$ cat config.mk
export PLATFORM = sky130hd
export DESIGN_NAME = int_to_roman_numeral_encoder
export DESIGN_NICKNAME = d
export VERILOG_FILES = /design/src/irne_pkg.sv /design/src/irne_ctrl.sv /design/src/irne_dp.sv /design/src/int_to_roman_numeral_encoder.sv
export SDC_FILE = /design/constraint.sdc
export NUM_CORES = 1
export LEC_CHECK = 0
export BUFFER_PORTS_ARGS = -buffer_cell sky130_fd_sc_hd__buf_2
export CAP_MARGIN = 20
export CELL_PAD_IN_SITES_DETAIL_PLACEMENT = 0
export CELL_PAD_IN_SITES_GLOBAL_PLACEMENT = 1
export CORE_ASPECT_RATIO = 1.4
export CORE_MARGIN = 8
export CORE_UTILIZATION = 51
export CTS_CLUSTER_DIAMETER = 150
export CTS_CLUSTER_SIZE = 14
export DETAILED_ROUTE_END_ITERATION = 12
export PLACE_DENSITY_LB_ADDON = 0.1
export SLEW_MARGIN = 20
export SYNTH_ARGS = -nofsm -noshare
export SYNTH_HDL_FRONTEND = slang
export SYNTH_HIERARCHICAL = 1
export SYNTH_SLANG_ARGS = --single-unit
$ cat constraint.sdc
create_clock -name clock -period 16.5 [get_ports clock]
set_input_delay 1.65 -clock clock [delete_from_list [all_inputs] [get_ports clock]]
set_output_delay 1.65 -clock clock [all_outputs]
set_load 0.02 [all_outputs]
$ cat src/irne_pkg.sv
// Shared types, constants and letter tables of the Roman numeral encoder.
// No dependencies; every module of the block imports this package.
package irne_pkg;

   localparam int unsigned VALUE_WIDTH = 12;
   localparam int unsigned DIGIT_WIDTH = 4;
   localparam int unsigned LETTER_WIDTH = 7;
   localparam int unsigned PLACES = 4;
   localparam int unsigned MULT_WIDTH = 14;
   localparam logic [VALUE_WIDTH-1:0] VALUE_MAX = 12'd3999;

   typedef enum logic [1:0] {
      ST_IDLE,
      ST_CONV,
      ST_EMIT,
      ST_ERROR
   } state_type;

   typedef enum logic [1:0] {
      KIND_ONE,
      KIND_FIVE,
      KIND_TEN
   } letter_kind_type;

   typedef struct packed {
      logic load;
      logic conv_step;
      logic skip;
      logic emit;
      logic emit_error;
   } command_type;

   typedef struct packed {
      logic value_zero;
      logic value_over;
      logic conv_last;
      logic digit_zero;
      logic final_letter;
      logic slot_free;
   } status_type;

   localparam logic [MULT_WIDTH-1:0] PLACE_WEIGHT [PLACES] = '{
      14'd1000, 14'd100, 14'd10, 14'd1
   };

   localparam logic [LETTER_WIDTH-1:0] LETTER_I = 7'd73;
   localparam logic [LETTER_WIDTH-1:0] LETTER_V = 7'd86;
   localparam logic [LETTER_WIDTH-1:0] LETTER_X = 7'd88;
   localparam logic [LETTER_WIDTH-1:0] LETTER_L = 7'd76;
   localparam logic [LETTER_WIDTH-1:0] LETTER_C = 7'd67;
   localparam logic [LETTER_WIDTH-1:0] LETTER_D = 7'd68;
   localparam logic [LETTER_WIDTH-1:0] LETTER_M = 7'd77;
   localparam logic [LETTER_WIDTH-1:0] LETTER_NONE = 7'd0;

   // Letters per place, most significant place first: one, five, ten.
   localparam logic [LETTER_WIDTH-1:0] PLACE_LETTERS [PLACES][3] = '{
      '{LETTER_M, LETTER_NONE, LETTER_NONE},
      '{LETTER_C, LETTER_D, LETTER_M},
      '{LETTER_X, LETTER_L, LETTER_C},
      '{LETTER_I, LETTER_V, LETTER_X}
   };

   function automatic logic [MULT_WIDTH-1:0] place_multiple(
      input logic [1:0] place,
      input logic [DIGIT_WIDTH-1:0] k
   );
      logic [2*MULT_WIDTH-1:0] product;
      product = PLACE_WEIGHT[place] * {{(MULT_WIDTH-DIGIT_WIDTH){1'b0}}, k};
      return product[MULT_WIDTH-1:0];
   endfunction

   function automatic logic [2:0] digit_len(input logic [DIGIT_WIDTH-1:0] d);
      logic [2:0] len;
      case (d)
         4'd1, 4'd5: len = 3'd1;
         4'd2, 4'd4, 4'd6, 4'd9: len = 3'd2;
         4'd3, 4'd7: len = 3'd3;
         4'd8: len = 3'd4;
         default: len = 3'd0;
      endcase
      return len;
   endfunction

   function automatic letter_kind_type letter_kind(
      input logic [DIGIT_WIDTH-1:0] d,
      input logic [1:0] pos
   );
      letter_kind_type kind;
      if (d == 4'd4) begin
         kind = (pos == 2'd0) ? KIND_ONE : KIND_FIVE;
      end else if (d == 4'd9) begin
         kind = (pos == 2'd0) ? KIND_ONE : KIND_TEN;
      end else if (d >= 4'd5 && pos == 2'd0) begin
         kind = KIND_FIVE;
      end else begin
         kind = KIND_ONE;
      end
      return kind;
   endfunction

endpackage

$ cat src/irne_ctrl.sv
// Controller state machine of the Roman numeral encoder.
// Depends on irne_pkg for the state, command and status types.
module irne_ctrl (
   input  logic                clock,
   input  logic                reset,
   input  logic                req_tvalid,
   output logic                req_tready,
   input  irne_pkg::status_type  status,
   output irne_pkg::command_type command
);
   import irne_pkg::*;

   state_type state_ff;
   state_type state_in;
   logic accept;

   assign req_tready = (state_ff == ST_IDLE);
   assign accept = req_tvalid && req_tready;

   always_comb begin
      state_in = state_ff;
      unique case (state_ff)
         ST_IDLE: begin
            if (accept && !status.value_zero) begin
               state_in = status.value_over ? ST_ERROR : ST_CONV;
            end
         end
         ST_CONV: begin
            if (status.conv_last) begin
               state_in = ST_EMIT;
            end
         end
         ST_EMIT: begin
            if (!status.digit_zero && status.slot_free && status.final_letter) begin
               state_in = ST_IDLE;
            end
         end
         ST_ERROR: begin
            if (status.slot_free) begin
               state_in = ST_IDLE;
            end
         end
         default: state_in = ST_IDLE;
      endcase
   end

   always_comb begin
      command = '0;
      unique case (state_ff)
         ST_IDLE: command.load = accept;
         ST_CONV: command.conv_step = 1'b1;
         ST_EMIT: begin
            command.skip = status.digit_zero;
            command.emit = !status.digit_zero && status.slot_free;
         end
         ST_ERROR: command.emit_error = status.slot_free;
         default: command = '0;
      endcase
   end

   always_ff @(posedge clock) begin
      if (reset) begin
         state_ff <= ST_IDLE;
      end else begin
         state_ff <= state_in;
      end
   end

endmodule

$ cat src/irne_dp.sv
// Datapath of the Roman numeral encoder: digit extraction, letter
// sequencing and the result register. Depends on irne_pkg.
module irne_dp (
   input  logic                                   clock,
   input  logic                                   reset,
   input  logic [irne_pkg::VALUE_WIDTH-1:0]       value,
   input  irne_pkg::command_type                  command,
   output irne_pkg::status_type                   status,
   output logic                                   rsp_valid,
   input  logic                                   rsp_ready,
   output logic [irne_pkg::LETTER_WIDTH-1:0]      rsp_letter,
   output logic                                   rsp_last,
   output logic                                   rsp_error
);
   import irne_pkg::*;

   logic [VALUE_WIDTH-1:0] rem_ff, rem_in;
   logic [1:0] place_ff, place_in;
   logic [1:0] pos_ff, pos_in;
   logic [DIGIT_WIDTH-1:0] digits_ff [PLACES];
   logic [DIGIT_WIDTH-1:0] digit_in;
   logic [MULT_WIDTH-1:0] taken;
   logic [DIGIT_WIDTH-1:0] cur_digit;
   logic [2:0] cur_len;
   logic digit_end;
   logic rest_zero;
   letter_kind_type kind;
   logic valid_ff, valid_in;
   logic [LETTER_WIDTH-1:0] letter_ff;
   logic last_ff, error_ff;

   always_comb begin
      digit_in = '0;
      for (int k = 1; k <= 9; k++) begin
         if ({2'b00, rem_ff} >= place_multiple(place_ff, DIGIT_WIDTH'(k))) begin
            digit_in = DIGIT_WIDTH'(k);
         end
      end
      taken = place_multiple(place_ff, digit_in);
      rem_in = rem_ff - taken[VALUE_WIDTH-1:0];
   end

   assign cur_digit = digits_ff[place_ff];
   assign cur_len = digit_len(cur_digit);
   assign digit_end = ({1'b0, pos_ff} == cur_len - 3'd1);
   assign kind = letter_kind(cur_digit, pos_ff);

   always_comb begin
      rest_zero = 1'b1;
      for (int q = 0; q < PLACES; q++) begin
         if (q > int'(place_ff) && digits_ff[q] != '0) begin
            rest_zero = 1'b0;
         end
      end
   end

   always_comb begin
      place_in = place_ff;
      pos_in = pos_ff;
      if (command.load) begin
         place_in = '0;
         pos_in = '0;
      end else if (command.conv_step || command.skip) begin
         place_in = place_ff + 2'd1;
      end else if (command.emit) begin
         if (digit_end) begin
            pos_in = '0;
            place_in = place_ff + 2'd1;
         end else begin
            pos_in = pos_ff + 2'd1;
         end
      end
   end

   assign status.value_zero = (value == '0);
   assign status.value_over = (value > VALUE_MAX);
   assign status.conv_last = (place_ff == 2'd3);
   assign status.digit_zero = (cur_digit == '0);
   assign status.final_letter = digit_end && rest_zero;
   assign status.slot_free = !valid_ff || rsp_ready;

   always_comb begin
      valid_in = valid_ff;
      if (command.emit || command.emit_error) begin
         valid_in = 1'b1;
      end else if (rsp_ready) begin
         valid_in = 1'b0;
      end
   end

   always_ff @(posedge clock) begin
      if (reset) begin
         valid_ff <= 1'b0;
         place_ff <= '0;
         pos_ff <= '0;
      end else begin
         valid_ff <= valid_in;
         place_ff <= place_in;
         pos_ff <= pos_in;
      end
   end

   always_ff @(posedge clock) begin
      if (command.load) begin
         rem_ff <= value;
      end else if (command.conv_step) begin
         rem_ff <= rem_in;
      end
      if (command.conv_step) begin
         digits_ff[place_ff] <= digit_in;
      end
      if (command.emit) begin
         letter_ff <= PLACE_LETTERS[place_ff][kind];
         last_ff <= digit_end && rest_zero;
         error_ff <= 1'b0;
      end else if (command.emit_error) begin
         letter_ff <= LETTER_NONE;
         last_ff <= 1'b1;
         error_ff <= 1'b1;
      end
   end

   assign rsp_valid = valid_ff;
   assign rsp_letter = letter_ff;
   assign rsp_last = last_ff;
   assign rsp_error = error_ff;

endmodule

$ cat src/int_to_roman_numeral_encoder.sv
// Top level of the Roman numeral encoder: controller plus datapath.
// Depends on irne_pkg, irne_ctrl and irne_dp.
//
//   channel  direction  tdata                      tuser   tlast
//   req      in         value [11:0]               -       -
//   rsp      out        letter [6:0]               error   last letter
//
// A number is accepted, its four digits are extracted in turn through the
// shared compare-and-subtract unit, then its letters are emitted one by one
// and zero digits are skipped: up to fifteen letters per number. Zero gives no
// result; a value above 3999 gives one error result. Reset is synchronous
// and clears the state machine and the result valid. A stalled result holds
// its register and the letter sequencer waits.
module int_to_roman_numeral_encoder (
   input  logic        clock,
   input  logic        reset,
   input  logic        req_tvalid,
   output logic        req_tready,
   input  logic [15:0] req_tdata,   // value[11:0], zero fill
   output logic        rsp_tvalid,
   input  logic        rsp_tready,
   output logic [7:0]  rsp_tdata,   // letter[6:0], zero fill
   output logic        rsp_tlast,
   output logic [0:0]  rsp_tuser    // error
);
   import irne_pkg::*;

   command_type command;
   status_type status;
   logic [LETTER_WIDTH-1:0] letter;
   logic error;

   irne_ctrl u_ctrl (
      .clock      (clock),
      .reset      (reset),
      .req_tvalid (req_tvalid),
      .req_tready (req_tready),
      .status     (status),
      .command    (command)
   );

   irne_dp u_dp (
      .clock      (clock),
      .reset      (reset),
      .value      (req_tdata[VALUE_WIDTH-1:0]),
      .command    (command),
      .status     (status),
      .rsp_valid  (rsp_tvalid),
      .rsp_ready  (rsp_tready),
      .rsp_letter (letter),
      .rsp_last   (rsp_tlast),
      .rsp_error  (error)
   );

   assign rsp_tdata = {1'b0, letter};
   assign rsp_tuser = error;

endmodule

==> flow_summary_export.csv, run 1 <==
group,metric,value,unit
setup_path,critPathKind,"reg2reg",
timing,max_freq,0.1256,GHz
finish,synthToLayoutAreaGrowth,7.278,%
finish,num_antenna_cells,0,
synthesis,yosys.area_share.simple,19.27,%
synthesis,ys_seq_elements,45,
cts,cts_max_level,2,
synthesis,synth_compound_area_share,17.26,%
cts,clk_latency,290,ps
timing,worst_hold_slack,469.6,ps
cts,cts_buffers,5,
finish,final_common_cell,"ha_1",
timing,clock_skew,13.13,ps
place,io_buffers,25,
place,preCtsSetupSlack,8568,ps
setup_path,worstPathRequired,16620,ps
setup_path,cp_data_arrival_time,8080,ps
synthesis,syn_inst,595,
detailed_routing,vias,4395,
finish,fin_nets,743,
place,gp_congestion,0.9014,
cts,path_clk_slew,70,ps
cts,clockRootBuffer,"clkbuf_16",
die,core,10290,um2
synthesis,synth-xor-area-share,3.102,%
grt,grt_pass1_vias,4300,
place,post-dp-hpwl,10780,um
die,die_area,14100,um2
synthesis,synthAdderAreaFrac,27.90,%
cts,clock_path_buffers,2,
synthesis,synth_nets,722,
setup_path,worst-path-max-fanout,16,
timing,worstMarginPinSlew,851.9,ps
detailed_routing,drtPass1Iterations,5,
detailed_routing,ant_nets,0,
detailed_routing,drt_iter0_drc,260,
synthesis,synth_top_family_by_area,"adder cells",
synthesis,async_reset_ff_share,0,%
die,die_h,137.3,um
synthesis,syn_avg_cell_area,9.015,um2
timing,report.final.slew_viol_count,0,
cts,cts_setup_buffers,0,
worst_hold_path,hp-class,"reg2reg",
detailed_routing,wl_per_cell,18.01,um
synthesis,ys_seq_area_share,23.33,%
timing,max_slew_margin,43.21,%
grt,grt_usage,20.13,%
synthesis,yosysUniqueCellTypes,76,
timing,hold_violations,0,
synthesis,synth_edf_count,35,
cts,clock-sinks,45,
synthesis,synth_mux_area_share,3.102,%
grt,antenna_found_initial,0,
synthesis,netlist_area,5364,um2
timing,setup_violations,0,
finish,final_cell_mix,"86 x ha_1, 65 x inv_1, 42 x nand2_1, 40 x nor2_1, 37 x o21ai_0",
grt,grt_max_degree,30,
synthesis,synth_warnings,6,
grt,grt-ovfl-total,0,
timing,period_share,48.25,%
detailed_routing,viasPerCell,5.821,
cts,cts_tree,"yes",
detailed_routing,drt-total-wl,13590,um
status,status,"completed",
setup_path,start_kind,"register",
finish,drive_above_1_share,10.05,%
die,ios,32,
timing,setup-tns-final,0,ps
setup_path,worstSetupEndpointType,"register",
job,maxCapViolations,0,
cts,post_cts_resized,0,
timing,rsz0062_at_grt,"false",
detailed_routing,drc,0,
grt,grt_pass1_wl,21980,um
die,die_w,102.7,um
synthesis,ys.flop_type,"edfxtp_1",
timing,min_period,7961,ps
cts,hold_buffers,0,
die,rows,44,
timing,fin_ws,8539,ps
die,initial_core_util,52.10,%
[final timing paths]
| kind | from | to | slack [ps] | cells past startpoint |
|---|---|---|---|---|
| setup / recovery | u_dp/place_ff[1] | u_dp/rem_ff[10] | 8540 | 24 |
| hold / removal | u_dp/rsp_error | u_dp/rsp_error | 470 | 2 |
| setup reg to reg | u_dp/place_ff[1] | u_dp/rem_ff[10] | 8540 | 24 |
| hold reg to reg | u_dp/rsp_error | u_dp/rsp_error | 470 | 2 |
[flip-flops by register name, indices dropped and copies added (netlist names), named ones only]
signal / flops
u_dp/place_ff: 2
u_dp/rem_ff: 12
u_ctrl/state_ff: 2
u_dp/pos_ff: 2
u_dp/rsp_letter: 6
u_dp/rsp_error: 1
u_dp/rsp_last: 1
u_dp/digits_ff: 16
u_dp/rsp_valid: 1
[final cells by class]
| cell class | instances | area (um2) |
|---|---|---|
| fillers | 971 | 4541 |
| multi-input cells | 472 | 3796 |
| flip-flops and latches | 45 | 1251 |
| inverters | 65 | 244.0 |
| well taps | 138 | 172.7 |
| repair buffers | 27 | 140.1 |
| clock buffers | 5 | 125.1 |
| clock inverters | 3 | 25.02 |
[synth_stat cells, types with 7 or more instances]
master	count	share of area, %
a211oi_1	7	0.98
a21oi_1	33	3.1
and2_1	17	2.0
and3_1	7	0.82
clkbuf_1	7	0.49
dfxtp_1	10	3.7
edfxtp_1	35	20
fa_1	21	7.8
ha_1	86	20
inv_1	65	4.5
nand2_1	42	2.9
nand2b_1	8	0.93
nand3_1	11	1.0
nor2_1	40	2.8
nor2b_1	9	1.0
nor3_1	18	1.7
nor4_1	10	1.2
o21a_1	8	1.1
o21ai_0	37	3.5
o31ai_1	9	1.3
xnor2_1	14	2.3
[metrics by stage]
step,instance area [um2],utilization [%],std cells
floorplan,5364,-,595
global placement,5604,54.44,747
detailed placement,5604,54.44,747
CTS,5754,55.89,755
global route,5754,55.89,755
finish,5754,55.89,755
[cell families (layout without fill, tap and decap cells)]
| logic type | count (synthesis) | after routing |
|---|---|---|
| and+or+nand+nor | 194 | 194 |
| AOI/OAI and AO/OA | 139 | 139 |
| adders and majority gates | 107 | 107 |
| buffers and inverters | 78 | 100 |
| DFF | 45 | 45 |
| xor gates and xnor gates | 19 | 19 |
| muxes | 11 | 11 |
| other | 2 | 2 |
[critical path: stages, from the launching register on]
cell and delay (ps):
dfxtp_1 790, inv_1 400, ha_1 500, inv_1 370, ha_1 320, a21oi_1 140, o21ai_0 210, a211oi_1 290
o21bai_1 130, a21oi_1 320, o21ai_2 240, a21oi_1 720, and2_1 250, fa_1 430, ha_1 320, fa_1 510
inv_1 40, ha_1 330, o21ai_0 130, a21boi_0 270, o21ai_0 150, a21boi_0 340, o211ai_1 180, and3_1 200
o31ai_1 200
[layer usage]
| metal | track usage, % | part of all wire, % | up-vias |
|---|---|---|---|
| li1 | - | - | 2189 |
| met1 | 23.59 | 41 | 2096 |
| met2 | 36.24 | 53 | 91 |
| met3 | 1.821 | 3.4 | 19 |
| met4 | 8.436 | 2.9 | 0 |
| met5 | 0 | 0 | - |
Power of run 1 is not shown: default switching activity piles up to over one toggle a cycle in this logic, so the estimate is an artifact.
==> run 2, diff against run 1 <==
--- a/config.mk
+++ b/config.mk
@@ -5,13 +5,14 @@
 export SDC_FILE = /design/constraint.sdc
 export NUM_CORES = 1
 export LEC_CHECK = 0
+export ABC_AREA = 1
 export BUFFER_PORTS_ARGS = -buffer_cell sky130_fd_sc_hd__buf_2
 export CAP_MARGIN = 20
 export CELL_PAD_IN_SITES_DETAIL_PLACEMENT = 0
 export CELL_PAD_IN_SITES_GLOBAL_PLACEMENT = 1
 export CORE_ASPECT_RATIO = 1.4
 export CORE_MARGIN = 8
-export CORE_UTILIZATION = 51
+export CORE_UTILIZATION = 42
 export CTS_CLUSTER_DIAMETER = 150
 export CTS_CLUSTER_SIZE = 14
 export DETAILED_ROUTE_END_ITERATION = 12
==> constraint.sdc (replaced) <==
create_clock -name clock -period 7.1 [get_ports clock]
set_input_delay 0.71 -clock clock [delete_from_list [all_inputs] [get_ports clock]]
set_output_delay 0.71 -clock clock [all_outputs]
set_load 0.02 [all_outputs]
==> flow_summary_export.csv, run 2 <==
group,metric,value,unit
cts,cts_max_level,2,
timing,worstMarginPinSlew,848.7,ps
cts,hold_buffers,0,
synthesis,syn_avg_cell_area,7.473,um2
setup_path,worstSetupEndpointType,"register",
synthesis,yosysMostFrequentCell,"nand2_1",
grt,grt_usage,18.17,%
grt,grt_pass1_wl,24520,um
cts,cts_buffers,5,
timing,max_slew_margin,43.17,%
finish,final_cell_mix,"157 x nand2_1, 124 x inv_1, 86 x ha_1, 53 x a21oi_1, 52 x nor2_1",
cts,cts_setup_buffers,0,
detailed_routing,ant_nets,0,
cts,clockRootBuffer,"clkbuf_16",
cts,clk_latency,290,ps
synthesis,yosysTopAreaCellShare,19.54,%
setup_path,worstPathRequired,7150,ps
setup_path,start_kind,"register",
timing,period_share,92.07,%
finish,fin_nets,894,
die,ios,32,
place,io_buffers,25,
cts,clock-sinks,45,
finish,num_antenna_cells,0,
finish,fillerInstances,1287,
die,core,12810,um2
timing,rsz0062_at_grt,"false",
timing,setup-tns-final,0,ps
synthesis,netlist_area,5508,um2
die,die_area,17090,um2
finish,final_common_cell,"nand2_1",
synthesis,ys_seq_area_share,22.72,%
synthesis,async_reset_ff_share,0,%
detailed_routing,viasPerCell,5.354,
grt,antenna_found_initial,0,
place,post-dp-hpwl,12580,um
detailed_routing,vias,4931,
cts,path_clk_slew,70,ps
synthesis,synth_nets,864,
synthesis,synth_top_cell_by_area,"ha_1",
cts,clock_path_buffers,2,
die,initial_core_util,42.98,%
grt,gr-usage-met1,19.46,%
timing,report.final.slew_viol_count,0,
finish,final_core_util,46.87,%
grt,grt-ovfl-total,0,
status,status,"completed",
setup_path,critPathKind,"reg2reg",
grt,grt.busiest_layer,"met2",
synthesis,yosysUniqueCellTypes,49,
timing,max_freq,0.1530,GHz
synthesis,synthTopCellsByCount,"157 x nand2_1, 124 x inv_1, 86 x ha_1, 53 x a21oi_1, 52 x nor2_1",
detailed_routing,drt_iter0_drc,241,
die,die_h,151.5,um
timing,min_period,6537,ps
job,maxCapViolations,0,
die,rows,49,
cts,cts_tree,"yes",
cts,post_cts_resized,0,
finish,drive_above_1_share,9.375,%
synthesis,synth_warnings,6,
timing,setup_violations,0,
synthesis,syn_inst,737,
grt,grt_max_degree,17,
detailed_routing,drtPass1Iterations,5,
setup_path,rrSetupSlack,560,ps
synthesis,synth_edf_count,35,
detailed_routing,drt-total-wl,15010,um
die,die_w,112.8,um
timing,hold_violations,0,
synthesis,synth.area.top_cells,"ha_1 20%, edfxtp_1 19%, nand2_1 11%",
grt,grt_use_met2,36.33,%
synthesis,ys.flop_type,"edfxtp_1",
detailed_routing,wl_per_cell,16.29,um
finish,synthToLayoutAreaGrowth,9.041,%
timing,clock_skew,12.07,ps
place,gp_congestion,0.9163,
setup_path,cp_data_arrival_time,6580,ps
setup_path,worst-path-max-fanout,9,
worst_hold_path,hp-class,"reg2reg",
grt,grtUsageMet3,1.626,%
detailed_routing,drc,0,
synthesis,ys_seq_elements,45,
grt,grt_pass1_vias,4951,
finish,largest_register,"u_dp/digits_ff",
finish,largest_register_ffs,16,
[run 2: cell types whose count changed after synthesis, sizes merged, moves of 7 or more]
cell	change
nand2	+123
inv	+67
nand3	+31
a21oi	+19
and2	-16
nor2	+12
nor2b	-10
and3	-8
nand2b	-8
o31ai	-8
xnor2	-7
[run 2: cell type report]
cell class                      instances  area (um2)  share of cell area, %
Multi-Input combinational cell        549        3706                  61.71
Sequential cell                        45        1251                  20.83
Inverter                              133       500.5                  8.333
Tap cell                              153       191.4                  3.188
Timing Repair Buffer                   33       185.2                  3.083
Clock buffer                            7       163.9                  2.729
Clock inverter                          1       7.507                 0.1250
[run 2: worst max-delay path, stage by stage (launching register included)]
cell	delay, ps
dfxtp_1	540
inv_1	180
ha_1	380
inv_1	330
ha_1	310
nand2_1	80
inv_1	50
o21ai_0	70
nand3_1	150
a221oi_4	420
nand2_2	250
clkinv_2	170
nand2_4	90
inv_2	150
nand2_1	140
fa_1	540
fa_1	550
inv_1	50
fa_1	490
inv_1	40
ha_1	340
nand2_1	80
o21ai_0	80
or3_1	390
or2_2	280
nand3_1	70
nand2_1	60
[run 2: final timing paths]
path / endpoint / cells after the start / startpoint
setup reg to reg: u_dp/rem_ff[11] / 26 / u_dp/place_ff[0]
setup / recovery: u_dp/rem_ff[11] / 26 / u_dp/place_ff[0]
hold reg to reg: u_dp/rsp_error / 2 / u_dp/rsp_error
hold / removal: u_dp/rsp_error / 2 / u_dp/rsp_error
[run 2: cells by family after synthesis]
| logic type | Yosys count | share of synthesized area, % |
|---|---|---|
| AOI/OAI and AO/OA | 118 | 12.20 |
| xor gates and xnor gates | 12 | 1.908 |
| adders and majority gates | 107 | 27.17 |
| DFF | 45 | 22.72 |
| and+or+nand+nor | 310 | 25.67 |
| other | 2 | 0.1364 |
| buffers and inverters | 143 | 10.20 |
[run 2: per-layer routing]
layer | vias to the layer above | wire (um) | share of wire [%]
met4 | 0 | 314 | 2.1
met3 | 20 | 382 | 2.5
met1 | 2320 | 6052 | 40
li1 | 2508 | - | -
met2 | 83 | 8255 | 55
met5 | - | 0 | 0
[run 2: through the flow]
step	setup slack [ps]	std cells	hold WS, ps	cell area (um2)
after detailed placement	454.6	913	454.0	5823
after CTS	438.4	921	470.0	5995
after floorplan	1008	737	436.6	5508
final	562.8	921	466.0	6006
after global routing	104.0	921	482.4	6006
after global placement	553.0	913	447.4	5823
Power of run 2 is left out for the same reason.
